## src/hw/rtl/rswb_pkg.sv

```systemverilog
// ----------------------------------------------------------------------------
// rswb_pkg: shared definitions for the radial splat weight brush
// Field widths, register indexes and the structs passed between the
// divider stages and the channel lanes.
// ----------------------------------------------------------------------------
package rswb_pkg;

	localparam int COORD_W      = 12;
	localparam int RADIUS_W     = 12;
	localparam int OPAC_W       = 16;
	localparam int CHAN_W       = 4;
	localparam int WORD_W       = 64;
	localparam int BYTE_W       = 8;
	localparam int MAX_CHANNELS = 16;
	localparam int QUO_W        = 16;
	localparam int DIV_STAGES   = 4;
	localparam int DIV_STEPS    = QUO_W / DIV_STAGES;

	localparam int CFG_IDX_W    = 3;
	localparam int CFG_DATA_W   = 16;

	localparam int DEF_CHANNELS   = 16;
	localparam int DEF_COORD_BITS = 12;

	localparam logic [RADIUS_W-1:0] RADIUS_RESET = RADIUS_W'(1);

	typedef enum logic [CFG_IDX_W-1:0] {
		REG_CENTER_COL     = 3'd0,
		REG_CENTER_ROW     = 3'd1,
		REG_RADIUS         = 3'd2,
		REG_OPACITY        = 3'd3,
		REG_TARGET_CHANNEL = 3'd4
	} cfg_reg_t;

	// One slice of the falloff divider: partial remainder, dividend bits
	// still to shift in, and quotient bits found so far.
	typedef struct packed {
		logic                ok;
		logic [RADIUS_W-1:0] rem;
		logic [QUO_W-1:0]    lo;
		logic [QUO_W-1:0]    quo;
	} div_t;

	// Per-lane control: apply the amount, and whether this lane gains it.
	typedef struct packed {
		logic              hit;
		logic              gain;
		logic [BYTE_W-1:0] amount;
	} lane_ctl_t;

endpackage

```

## src/hw/rtl/rswb_div_stage.sv

```systemverilog
// ----------------------------------------------------------------------------
// rswb_div_stage: one registered slice of the falloff divider
// Retires DIV_STEPS quotient bits by restoring division against the radius.
// ----------------------------------------------------------------------------
module rswb_div_stage (
	input  logic                          clk,
	input  logic                          en,
	input  logic [rswb_pkg::RADIUS_W-1:0] radius,
	input  rswb_pkg::div_t                din,
	output rswb_pkg::div_t                dout
);

	rswb_pkg::div_t                 res_s1;
	rswb_pkg::div_t                 nxt;
	logic [rswb_pkg::RADIUS_W:0]    trial;

	always_comb begin
		nxt   = din;
		trial = '0;
		for (int k = 0; k < rswb_pkg::DIV_STEPS; k++) begin
			trial  = {nxt.rem, nxt.lo[rswb_pkg::QUO_W-1]};
			nxt.lo = {nxt.lo[rswb_pkg::QUO_W-2:0], 1'b0};
			if (trial >= {1'b0, radius}) begin
				nxt.rem = rswb_pkg::RADIUS_W'(trial - {1'b0, radius});
				nxt.quo = {nxt.quo[rswb_pkg::QUO_W-2:0], 1'b1};
			end else begin
				nxt.rem = trial[rswb_pkg::RADIUS_W-1:0];
				nxt.quo = {nxt.quo[rswb_pkg::QUO_W-2:0], 1'b0};
			end
		end
	end

	always_ff @(posedge clk) begin
		if (en) begin
			res_s1 <= nxt;
		end
	end

	assign dout = res_s1;

endmodule

```

## src/hw/rtl/rswb_lane.sv

```systemverilog
// ----------------------------------------------------------------------------
// rswb_lane: weight update for one mask channel
// On a hit, saturating add for the target channel, else saturating subtract.
// ----------------------------------------------------------------------------
module rswb_lane (
	input  logic [rswb_pkg::BYTE_W-1:0] w_in,
	input  rswb_pkg::lane_ctl_t         ctl,
	output logic [rswb_pkg::BYTE_W-1:0] w_out
);

	logic [rswb_pkg::BYTE_W:0] sum;

	assign sum = {1'b0, w_in} + {1'b0, ctl.amount};

	always_comb begin
		if (!ctl.hit) begin
			w_out = w_in;
		end else if (ctl.gain) begin
			w_out = sum[rswb_pkg::BYTE_W] ? '1 : sum[rswb_pkg::BYTE_W-1:0];
		end else begin
			w_out = (w_in >= ctl.amount) ? w_in - ctl.amount : '0;
		end
	end

endmodule

```

## src/hw/rtl/radial_splat_weight_brush_unit.sv

```systemverilog
// ----------------------------------------------------------------------------
// radial_splat_weight_brush_unit: round splat brush with quadratic falloff
// Paints one texel of a multi-channel splat mask per transfer.
// ----------------------------------------------------------------------------
//
// Channel  Dir  Signals                  Carries
// s_axis   in   tvalid tready tdata      texel coordinates and 16 weights
// m_axis   out  tvalid tready tdata tuser updated weights, touched flag
// cfg      in   valid ready index data   brush centre, radius, opacity, target
//
// One texel per cycle while the skid register is empty; each result leaves
// through the output register. Depth is set by the falloff divider, four
// slices of four quotient bits each, behind the distance squaring stages.
// Reset clears the brush registers to defaults (radius 1) and empties the
// pipeline. When m_axis stalls with a result held, one more result parks in a
// skid register and the pipeline freezes until the skid drains.
// ----------------------------------------------------------------------------
module radial_splat_weight_brush_unit #(
	parameter int CHANNELS   = rswb_pkg::DEF_CHANNELS,
	parameter int COORD_BITS = rswb_pkg::DEF_COORD_BITS
) (
	input  logic                            clk,
	input  logic                            arst_n,

	input  logic                            s_axis_tvalid,
	output logic                            s_axis_tready,
	// texel_col[11:0], texel_row[23:12], weights_low[87:24], weights_high[151:88]
	input  logic [2*rswb_pkg::COORD_W+2*rswb_pkg::WORD_W-1:0] s_axis_tdata,

	output logic                            m_axis_tvalid,
	input  logic                            m_axis_tready,
	// new_weights_low[63:0], new_weights_high[127:64]
	output logic [2*rswb_pkg::WORD_W-1:0]   m_axis_tdata,
	// touched[0]
	output logic [0:0]                      m_axis_tuser,

	input  logic                            cfg_valid,
	output logic                            cfg_ready,
	input  logic [rswb_pkg::CFG_IDX_W-1:0]  cfg_index,
	input  logic [rswb_pkg::CFG_DATA_W-1:0] cfg_data
);

	localparam int CB      = COORD_BITS;
	localparam int SQ_W    = 2 * CB;
	localparam int D2_W    = SQ_W + 1;
	localparam int R2_W    = 2 * rswb_pkg::RADIUS_W;
	localparam int CMP_W   = (D2_W > R2_W) ? D2_W : R2_W;
	localparam int WTS_W   = 2 * rswb_pkg::WORD_W;
	localparam int LAST    = 4 + rswb_pkg::DIV_STAGES;
	localparam int BW      = rswb_pkg::BYTE_W;
	localparam int CW      = rswb_pkg::COORD_W;

	// ---------------------------------------------------------------------
	// Brush registers: write only while the pipeline is idle; not enforced here.
	// ---------------------------------------------------------------------
	logic [CW-1:0]                    center_col_q;
	logic [CW-1:0]                    center_row_q;
	logic [rswb_pkg::RADIUS_W-1:0]    radius_q;
	logic [rswb_pkg::OPAC_W-1:0]      opacity_q;
	logic [rswb_pkg::CHAN_W-1:0]      target_q;

	assign cfg_ready = 1'b1;

	always_ff @(posedge clk or negedge arst_n) begin
		if (!arst_n) begin
			center_col_q <= '0;
			center_row_q <= '0;
			radius_q     <= rswb_pkg::RADIUS_RESET;
			opacity_q    <= '0;
			target_q     <= '0;
		end else if (cfg_valid && cfg_ready) begin
			case (rswb_pkg::cfg_reg_t'(cfg_index))
				rswb_pkg::REG_CENTER_COL:     center_col_q <= cfg_data[CW-1:0];
				rswb_pkg::REG_CENTER_ROW:     center_row_q <= cfg_data[CW-1:0];
				rswb_pkg::REG_RADIUS:         radius_q <= cfg_data[rswb_pkg::RADIUS_W-1:0];
				rswb_pkg::REG_OPACITY:        opacity_q <= cfg_data[rswb_pkg::OPAC_W-1:0];
				rswb_pkg::REG_TARGET_CHANNEL: target_q <= cfg_data[rswb_pkg::CHAN_W-1:0];
				default: ;
			endcase
		end
	end

	// ---------------------------------------------------------------------
	// Flow control. The whole pipeline advances together unless the skid
	// register holds a result; ready therefore comes from a flop.
	// ---------------------------------------------------------------------
	logic adv;
	logic skid_valid_q;
	logic vld_s [1:LAST];
	logic [WTS_W-1:0] wts_s [1:LAST];

	assign adv           = !skid_valid_q;
	assign s_axis_tready = adv;

	always_ff @(posedge clk or negedge arst_n) begin
		if (!arst_n) begin
			for (int i = 1; i <= LAST; i++) begin
				vld_s[i] <= 1'b0;
			end
		end else if (adv) begin
			vld_s[1] <= s_axis_tvalid;
			for (int i = 2; i <= LAST; i++) begin
				vld_s[i] <= vld_s[i-1];
			end
		end
	end

	// Weights ride along untouched until the lanes.
	always_ff @(posedge clk) begin
		if (adv) begin
			wts_s[1] <= s_axis_tdata[2*CW +: WTS_W];
			for (int i = 2; i <= LAST; i++) begin
				wts_s[i] <= wts_s[i-1];
			end
		end
	end

	// ---------------------------------------------------------------------
	// Stage 1: absolute coordinate differences.
	// ---------------------------------------------------------------------
	logic [CB-1:0] tcol, trow, ccol, crow;
	logic [CB-1:0] dx_s1, dy_s1;

	assign tcol = CB'(s_axis_tdata[0 +: CW]);
	assign trow = CB'(s_axis_tdata[CW +: CW]);
	assign ccol = CB'(center_col_q);
	assign crow = CB'(center_row_q);

	always_ff @(posedge clk) begin
		if (adv) begin
			dx_s1 <= (tcol >= ccol) ? tcol - ccol : ccol - tcol;
			dy_s1 <= (trow >= crow) ? trow - crow : crow - trow;
		end
	end

	// ---------------------------------------------------------------------
	// Stage 2: squares of the differences and of the radius.
	// ---------------------------------------------------------------------
	logic [SQ_W-1:0] dx2_s2, dy2_s2;
	logic [R2_W-1:0] r2_s2;

	always_ff @(posedge clk) begin
		if (adv) begin
			dx2_s2 <= SQ_W'(dx_s1) * SQ_W'(dx_s1);
			dy2_s2 <= SQ_W'(dy_s1) * SQ_W'(dy_s1);
			r2_s2  <= R2_W'(radius_q) * R2_W'(radius_q);
		end
	end

	// ---------------------------------------------------------------------
	// Stage 3: squared distance, inside test, divider seed.
	// The quotient d2*256/radius fits 16 bits only when d2 < radius*256;
	// beyond that the falloff exceeds any opacity, so drop the texel.
	// Under that bound d2 >> 8 is already below the radius.
	// ---------------------------------------------------------------------
	logic [D2_W-1:0]  d2;
	logic [CMP_W-1:0] d2x;
	logic             in_brush;
	rswb_pkg::div_t   div_chain [0:rswb_pkg::DIV_STAGES];

	assign d2       = D2_W'(dx2_s2) + D2_W'(dy2_s2);
	assign d2x      = CMP_W'(d2);
	assign in_brush = (radius_q != '0) && (d2x <= CMP_W'(r2_s2))
	                  && (d2x < (CMP_W'(radius_q) << BW));

	always_ff @(posedge clk) begin
		if (adv) begin
			div_chain[0].ok  <= in_brush;
			div_chain[0].rem <= in_brush ? d2x[BW +: rswb_pkg::RADIUS_W] : '0;
			div_chain[0].lo  <= {d2x[BW-1:0], {(rswb_pkg::QUO_W-BW){1'b0}}};
			div_chain[0].quo <= '0;
		end
	end

	// ---------------------------------------------------------------------
	// Stages 4..7: pipelined falloff divider.
	// ---------------------------------------------------------------------
	for (genvar g = 0; g < rswb_pkg::DIV_STAGES; g++) begin : g_div
		rswb_div_stage u_div (
			.clk    (clk),
			.en     (adv),
			.radius (radius_q),
			.din    (div_chain[g]),
			.dout   (div_chain[g+1])
		);
	end

	// ---------------------------------------------------------------------
	// Stage 8: brush amount, the integer part of opacity minus falloff.
	// ---------------------------------------------------------------------
	rswb_pkg::div_t              dq;
	logic [rswb_pkg::OPAC_W-1:0] diff;
	logic [BW-1:0]               amount_s8;
	logic                        hit_s8;

	assign dq   = div_chain[rswb_pkg::DIV_STAGES];
	assign diff = opacity_q - dq.quo;

	always_ff @(posedge clk) begin
		if (adv) begin
			amount_s8 <= diff[rswb_pkg::OPAC_W-1 -: BW];
			hit_s8    <= dq.ok && (opacity_q > dq.quo) && (diff[rswb_pkg::OPAC_W-1 -: BW] != '0);
		end
	end

	// ---------------------------------------------------------------------
	// Channel lanes, then merge into the output word. Bytes above the
	// configured channel count pass through.
	// ---------------------------------------------------------------------
	logic [WTS_W-1:0] merged;

	for (genvar c = 0; c < rswb_pkg::MAX_CHANNELS; c++) begin : g_lane
		if (c < CHANNELS) begin : g_act
			rswb_pkg::lane_ctl_t ctl;
			assign ctl.hit    = hit_s8;
			assign ctl.gain   = (target_q == rswb_pkg::CHAN_W'(c));
			assign ctl.amount = amount_s8;
			rswb_lane u_lane (
				.w_in  (wts_s[LAST][c*BW +: BW]),
				.ctl   (ctl),
				.w_out (merged[c*BW +: BW])
			);
		end else begin : g_pass
			assign merged[c*BW +: BW] = wts_s[LAST][c*BW +: BW];
		end
	end

	// ---------------------------------------------------------------------
	// Output register and skid. Advance the last stage into the output
	// register when it is free or being drained, else park it in the skid.
	// ---------------------------------------------------------------------
	logic             out_valid_q;
	logic [WTS_W-1:0] out_data_q, skid_data_q;
	logic             out_user_q, skid_user_q;
	logic             take;
	logic             load_out, load_skid;

	assign take      = out_valid_q && m_axis_tready;
	assign load_out  = adv && vld_s[LAST] && (!out_valid_q || take);
	assign load_skid = adv && vld_s[LAST] && out_valid_q && !take;

	always_ff @(posedge clk or negedge arst_n) begin
		if (!arst_n) begin
			out_valid_q  <= 1'b0;
			skid_valid_q <= 1'b0;
		end else if (skid_valid_q) begin
			if (take) begin
				skid_valid_q <= 1'b0;
			end
		end else if (load_out) begin
			out_valid_q <= 1'b1;
		end else if (load_skid) begin
			skid_valid_q <= 1'b1;
		end else if (take) begin
			out_valid_q <= 1'b0;
		end
	end

	always_ff @(posedge clk) begin
		if (skid_valid_q) begin
			if (take) begin
				out_data_q <= skid_data_q;
				out_user_q <= skid_user_q;
			end
		end else if (load_out) begin
			out_data_q <= merged;
			out_user_q <= hit_s8;
		end
		if (load_skid) begin
			skid_data_q <= merged;
			skid_user_q <= hit_s8;
		end
	end

	assign m_axis_tvalid   = out_valid_q;
	assign m_axis_tdata    = out_data_q;
	assign m_axis_tuser[0] = out_user_q;

endmodule
```

## config.mk

```make
export PLATFORM = sky130hd
export DESIGN_NAME = radial_splat_weight_brush_unit
export DESIGN_NICKNAME = d
export VERILOG_FILES = /design/src/hw/rtl/rswb_pkg.sv /design/src/hw/rtl/rswb_div_stage.sv /design/src/hw/rtl/rswb_lane.sv /design/src/hw/rtl/radial_splat_weight_brush_unit.sv
export SDC_FILE = /design/constraint.sdc
export NUM_CORES = 2
export LEC_CHECK = 0
export ABC_AREA = 1
export BUFFER_PORTS_ARGS = -buffer_cell sky130_fd_sc_hd__buf_2
export CAP_MARGIN = 20
export CORE_UTILIZATION = 45
export DETAILED_ROUTE_END_ITERATION = 6
export SETUP_SLACK_MARGIN = 0.02
export SKIP_LAST_GASP = 1
export SLEW_MARGIN = 25
export SYNTH_ARGS = -nofsm -noshare
export SYNTH_HDL_FRONTEND = slang
export SYNTH_SLANG_ARGS = --single-unit
```

## constraint.sdc

```tcl
create_clock -name clk -period 69.4 [get_ports clk]
set_input_delay 3.47 -clock clk [delete_from_list [all_inputs] [get_ports clk]]
set_output_delay 3.47 -clock clk [all_outputs]
set_load 0.05 [all_outputs]
```

==> reports/summary.txt <==
Slew margin rel.: 27.59%
Met1 Wirelength: 101,300 µm
Final Slew Violations: 0
Worst flop-to-flop path startpoint: radius_q[7]
Synthesized area per cell: 10.62 µm²
Required @ worst endpoint: 70.09 ns
CP Depth: 44
Top sig layer: met5
Setup TNS: 0 ns
Distinct cells, synth: 63
Initial DRC count: 4,920
Cts hold-fix bufs: 0
Crit-path max FO: 24
Met2 WL: 105,100 µm
P&R area growth vs syn: 11.83%
Core Area: 195,000 µm²
Post-Place Cells: 11.15k
Post-CTS Resized: 0
R2R depth: 44
# fillers: 17.56k
Multi-input logic area: 36,680 µm²
Yosys synthesis warning count: 0
Width of the die: 445.1 µm
CTS tree: yes
Seq cells post-synth: 1,555
Total Routing Usage GR: 22.77%
Final ANT Viol Nets: 0
Worst path arrival time: 10.15 ns
FP Rows: 162
Flop-to-flop setup slack: 59.94 ns
Placed inst area: 92,960 µm²
Clock buffer count from CTS: 167
Fmax: 105.7 MHz
RSZ-0062 raised after global routing: no
Cell Area, Synth: 88,360 µm²
Sequential element share of the synthesized area: 52.48%
Syn Inst Count: 8,316
DP HPWL: 162,000 µm
Final Instance Count excl. Fillers: 11.47k
Slew @ Worst Pin: 1.086 ns
Worst hold path class: register to register
Storage element area: 46,370 µm²
Synth Net Count: 9,506
Most common cell after layout, fill and taps aside: nand2_1
Final nets: 9,886
Antenna violations before repair: 17
Die area: 198,100 µm²
Hold Path Sink: wts_s[0][975]
Max Cap Violations: 0
CP Class: register to register
Post-route cell area: 98,800 µm²
WL met3: 11,350 µm
Root Driver: clkbuf_16
Commonest cells after routing, fill and taps aside: 1,739 x nand2_1, 1,489 x edfxtp_1, 1,200 x inv_1
Number of vias per cell: 5.196
Reg2Reg Capture Point: g_div[0].u_div.dout[34]
Worst-Skew Late Latency: 0.86 ns
Largest net degree at the start of global routing: 189
Setup Skew: 0.07265 ns
Hold Startpoint: wts_s[0][847]
Clk buf depth: 3
Wire per inst: 19.77 µm
Grt ovf: 0
Count of final hold-check violations: 0
Setup bufs post-CTS: 0
Delay of the slowest cell on the worst path: 0.73 ns
Remaining DRCs: 0
PortBufs: 306
Setup crit end kind: register
CP top delay family: simple AND/OR/NAND/NOR gates
CTS H-tree lvls: 4
Final setup viols: 0
Crit path top cell by count: nand2_1
Final wirelength: 226,900 µm
1st-pass router iterations: 7
Top FF cell, synth: edfxtp_1
Startpoint Class: register
Share of layout cells above drive strength 1: 9.002%
First-pass GRT wire length: 344,700 µm
Via count: 59.62k
Number of flops mapped to enable cells by yosys: 1,489
Sink Count: 1,555
Die height: 445.1 µm
Placer congestion estimate: 0.9405
Period utilization: 13.63%
CTS clk-pin slew, worst paths: 0.07 ns
Worst Setup SP: radius_q[7]
Cell count of the worst hold path: 0
Crit path buffers/inverters: 4
Tmin final: 9.461 ns
Vias in the first global route: 58.50k
Slowest CP cell: nor2_1
Initial core utilization: 45.31%
Top Ports: 308
Fraction of registers with async set/reset: 4.244%
Status: complete, no violations
## stage by stage
| stage | worst slack (ns) | util, % | hold slack [ns] |
|---|---|---|---|
| after floorplan | 31.74 | - | 0.4003 |
| after global placement | 60.09 | 47.67 | 0.4003 |
| after detailed placement | 59.98 | 47.68 | 0.4045 |
| after CTS | 59.92 | 50.64 | 0.3813 |
| after global routing | 58.97 | 50.66 | 0.3984 |
| final | 59.94 | 50.67 | 0.3962 |
## worst register-to-register path: cells and delay by family, from the launching register on
family | cells | cell delay, ns
AO/OA/AOI/OAI | 10 | 2.38
adder cells (fa/ha/maj) | 4 | 1.47
buffers and inverters | 4 | 0.67
flip-flops | 1 | 0.66
AND/OR/NAND/NOR | 26 | 4.15
## state kept, by name (all words and copies together) (netlist names), 4 cells and up
name,count
dy_s1,12
skid_data_q,128
opacity_q,16
target_q,4
radius_q,12
center_row_q,12
g_div.u_div.dout,84
r2_s2,23
m_axis_tdata,128
vld_s,8
dy2_s2,23
amount_s8,8
dx2_s2,23
wts_s,1024
ccol,12
dx_s1,12
div_chain,21
## how the worst max path moves through the flow
stage | end | slack (ns)
4_1_cts | g_div[0].u_div.dout[43] | 59.92
5_1_grt | g_div[0].u_div.dout[42] | 58.97
6_report | g_div[0].u_div.dout[34] | 59.94
2_1_floorplan | s_axis_tready | 31.74
3_3_place_gp | g_div[0].u_div.dout[38] | 60.09
3_5_place_dp | g_div[0].u_div.dout[43] | 59.98
## metal layers
layer,global-route usage [%],vias up
met2,37.03,1537
met3,2.935,385
met5,0,-
li1,-,29060
met1,31.00,28630
met4,8.842,4
## layout make-up
type / instances / area share [%]
inverters: 1226 / 4.674
repair buffers: 365 / 2.067
flip-flops and latches: 1555 / 46.93
diodes: 8 / 0.02026
clock buffers: 203 / 4.437
well taps: 2624 / 3.323
clock inverters: 112 / 1.422
multi-input cells: 5381 / 37.13
## synthesized netlist by cell type, types with 6 or more instances
cell / number / area (µm²)
o21ai_2: 25 / 219.0
o22ai_1: 17 / 106.4
o21ai_1: 12 / 60.06
o21ai_0: 427 / 2137
edfxtp_1: 1489 / 44710
dfrtp_1: 65 / 1627
nand2_2: 13 / 81.33
nor4_1: 11 / 68.82
a32oi_1: 16 / 140.1
a31o_2: 6 / 52.55
a221oi_1: 37 / 324.1
xnor2_1: 85 / 744.5
inv_1: 1211 / 4546
xor2_1: 251 / 2198
clkbuf_1: 118 / 442.9
nand3_1: 297 / 1486
buf_4: 6 / 45.04
or2_2: 70 / 437.9
o21a_1: 7 / 52.55
nor2_1: 379 / 1423
nor3_1: 56 / 280.3
o21bai_1: 24 / 180.2
nand2_1: 1739 / 6528
fa_1: 280 / 5605
buf_6: 13 / 146.4
a21oi_1: 533 / 2668
o311ai_0: 8 / 70.07
buf_2: 12 / 60.06
ha_1: 734 / 9184
a31oi_1: 89 / 556.8
inv_2: 9 / 33.78
nor2_2: 9 / 56.30
o2111ai_1: 26 / 227.7
o31ai_1: 24 / 180.2
o211ai_1: 19 / 142.6
nand3b_1: 10 / 75.07
nand3_2: 15 / 150.1
a21o_1: 21 / 157.7
nand4_1: 72 / 450.4
a21boi_0: 20 / 150.1
## cell families after synthesis
family	count (synthesis)	synth area share [%]
DFF	1555	52.48
AOI/OAI and AO/OA	1335	8.637
buffers and inverters	1380	6.024
other	1	0.004244
adders and majority gates	1014	16.74
xor gates and xnor gates	336	3.331
and+or+nand+nor	2686	12.68
muxes	9	0.1076
Power is left out: the tool's default activity adds up to more than one toggle a clock period on the data nets, which glitch-free logic cannot reach.
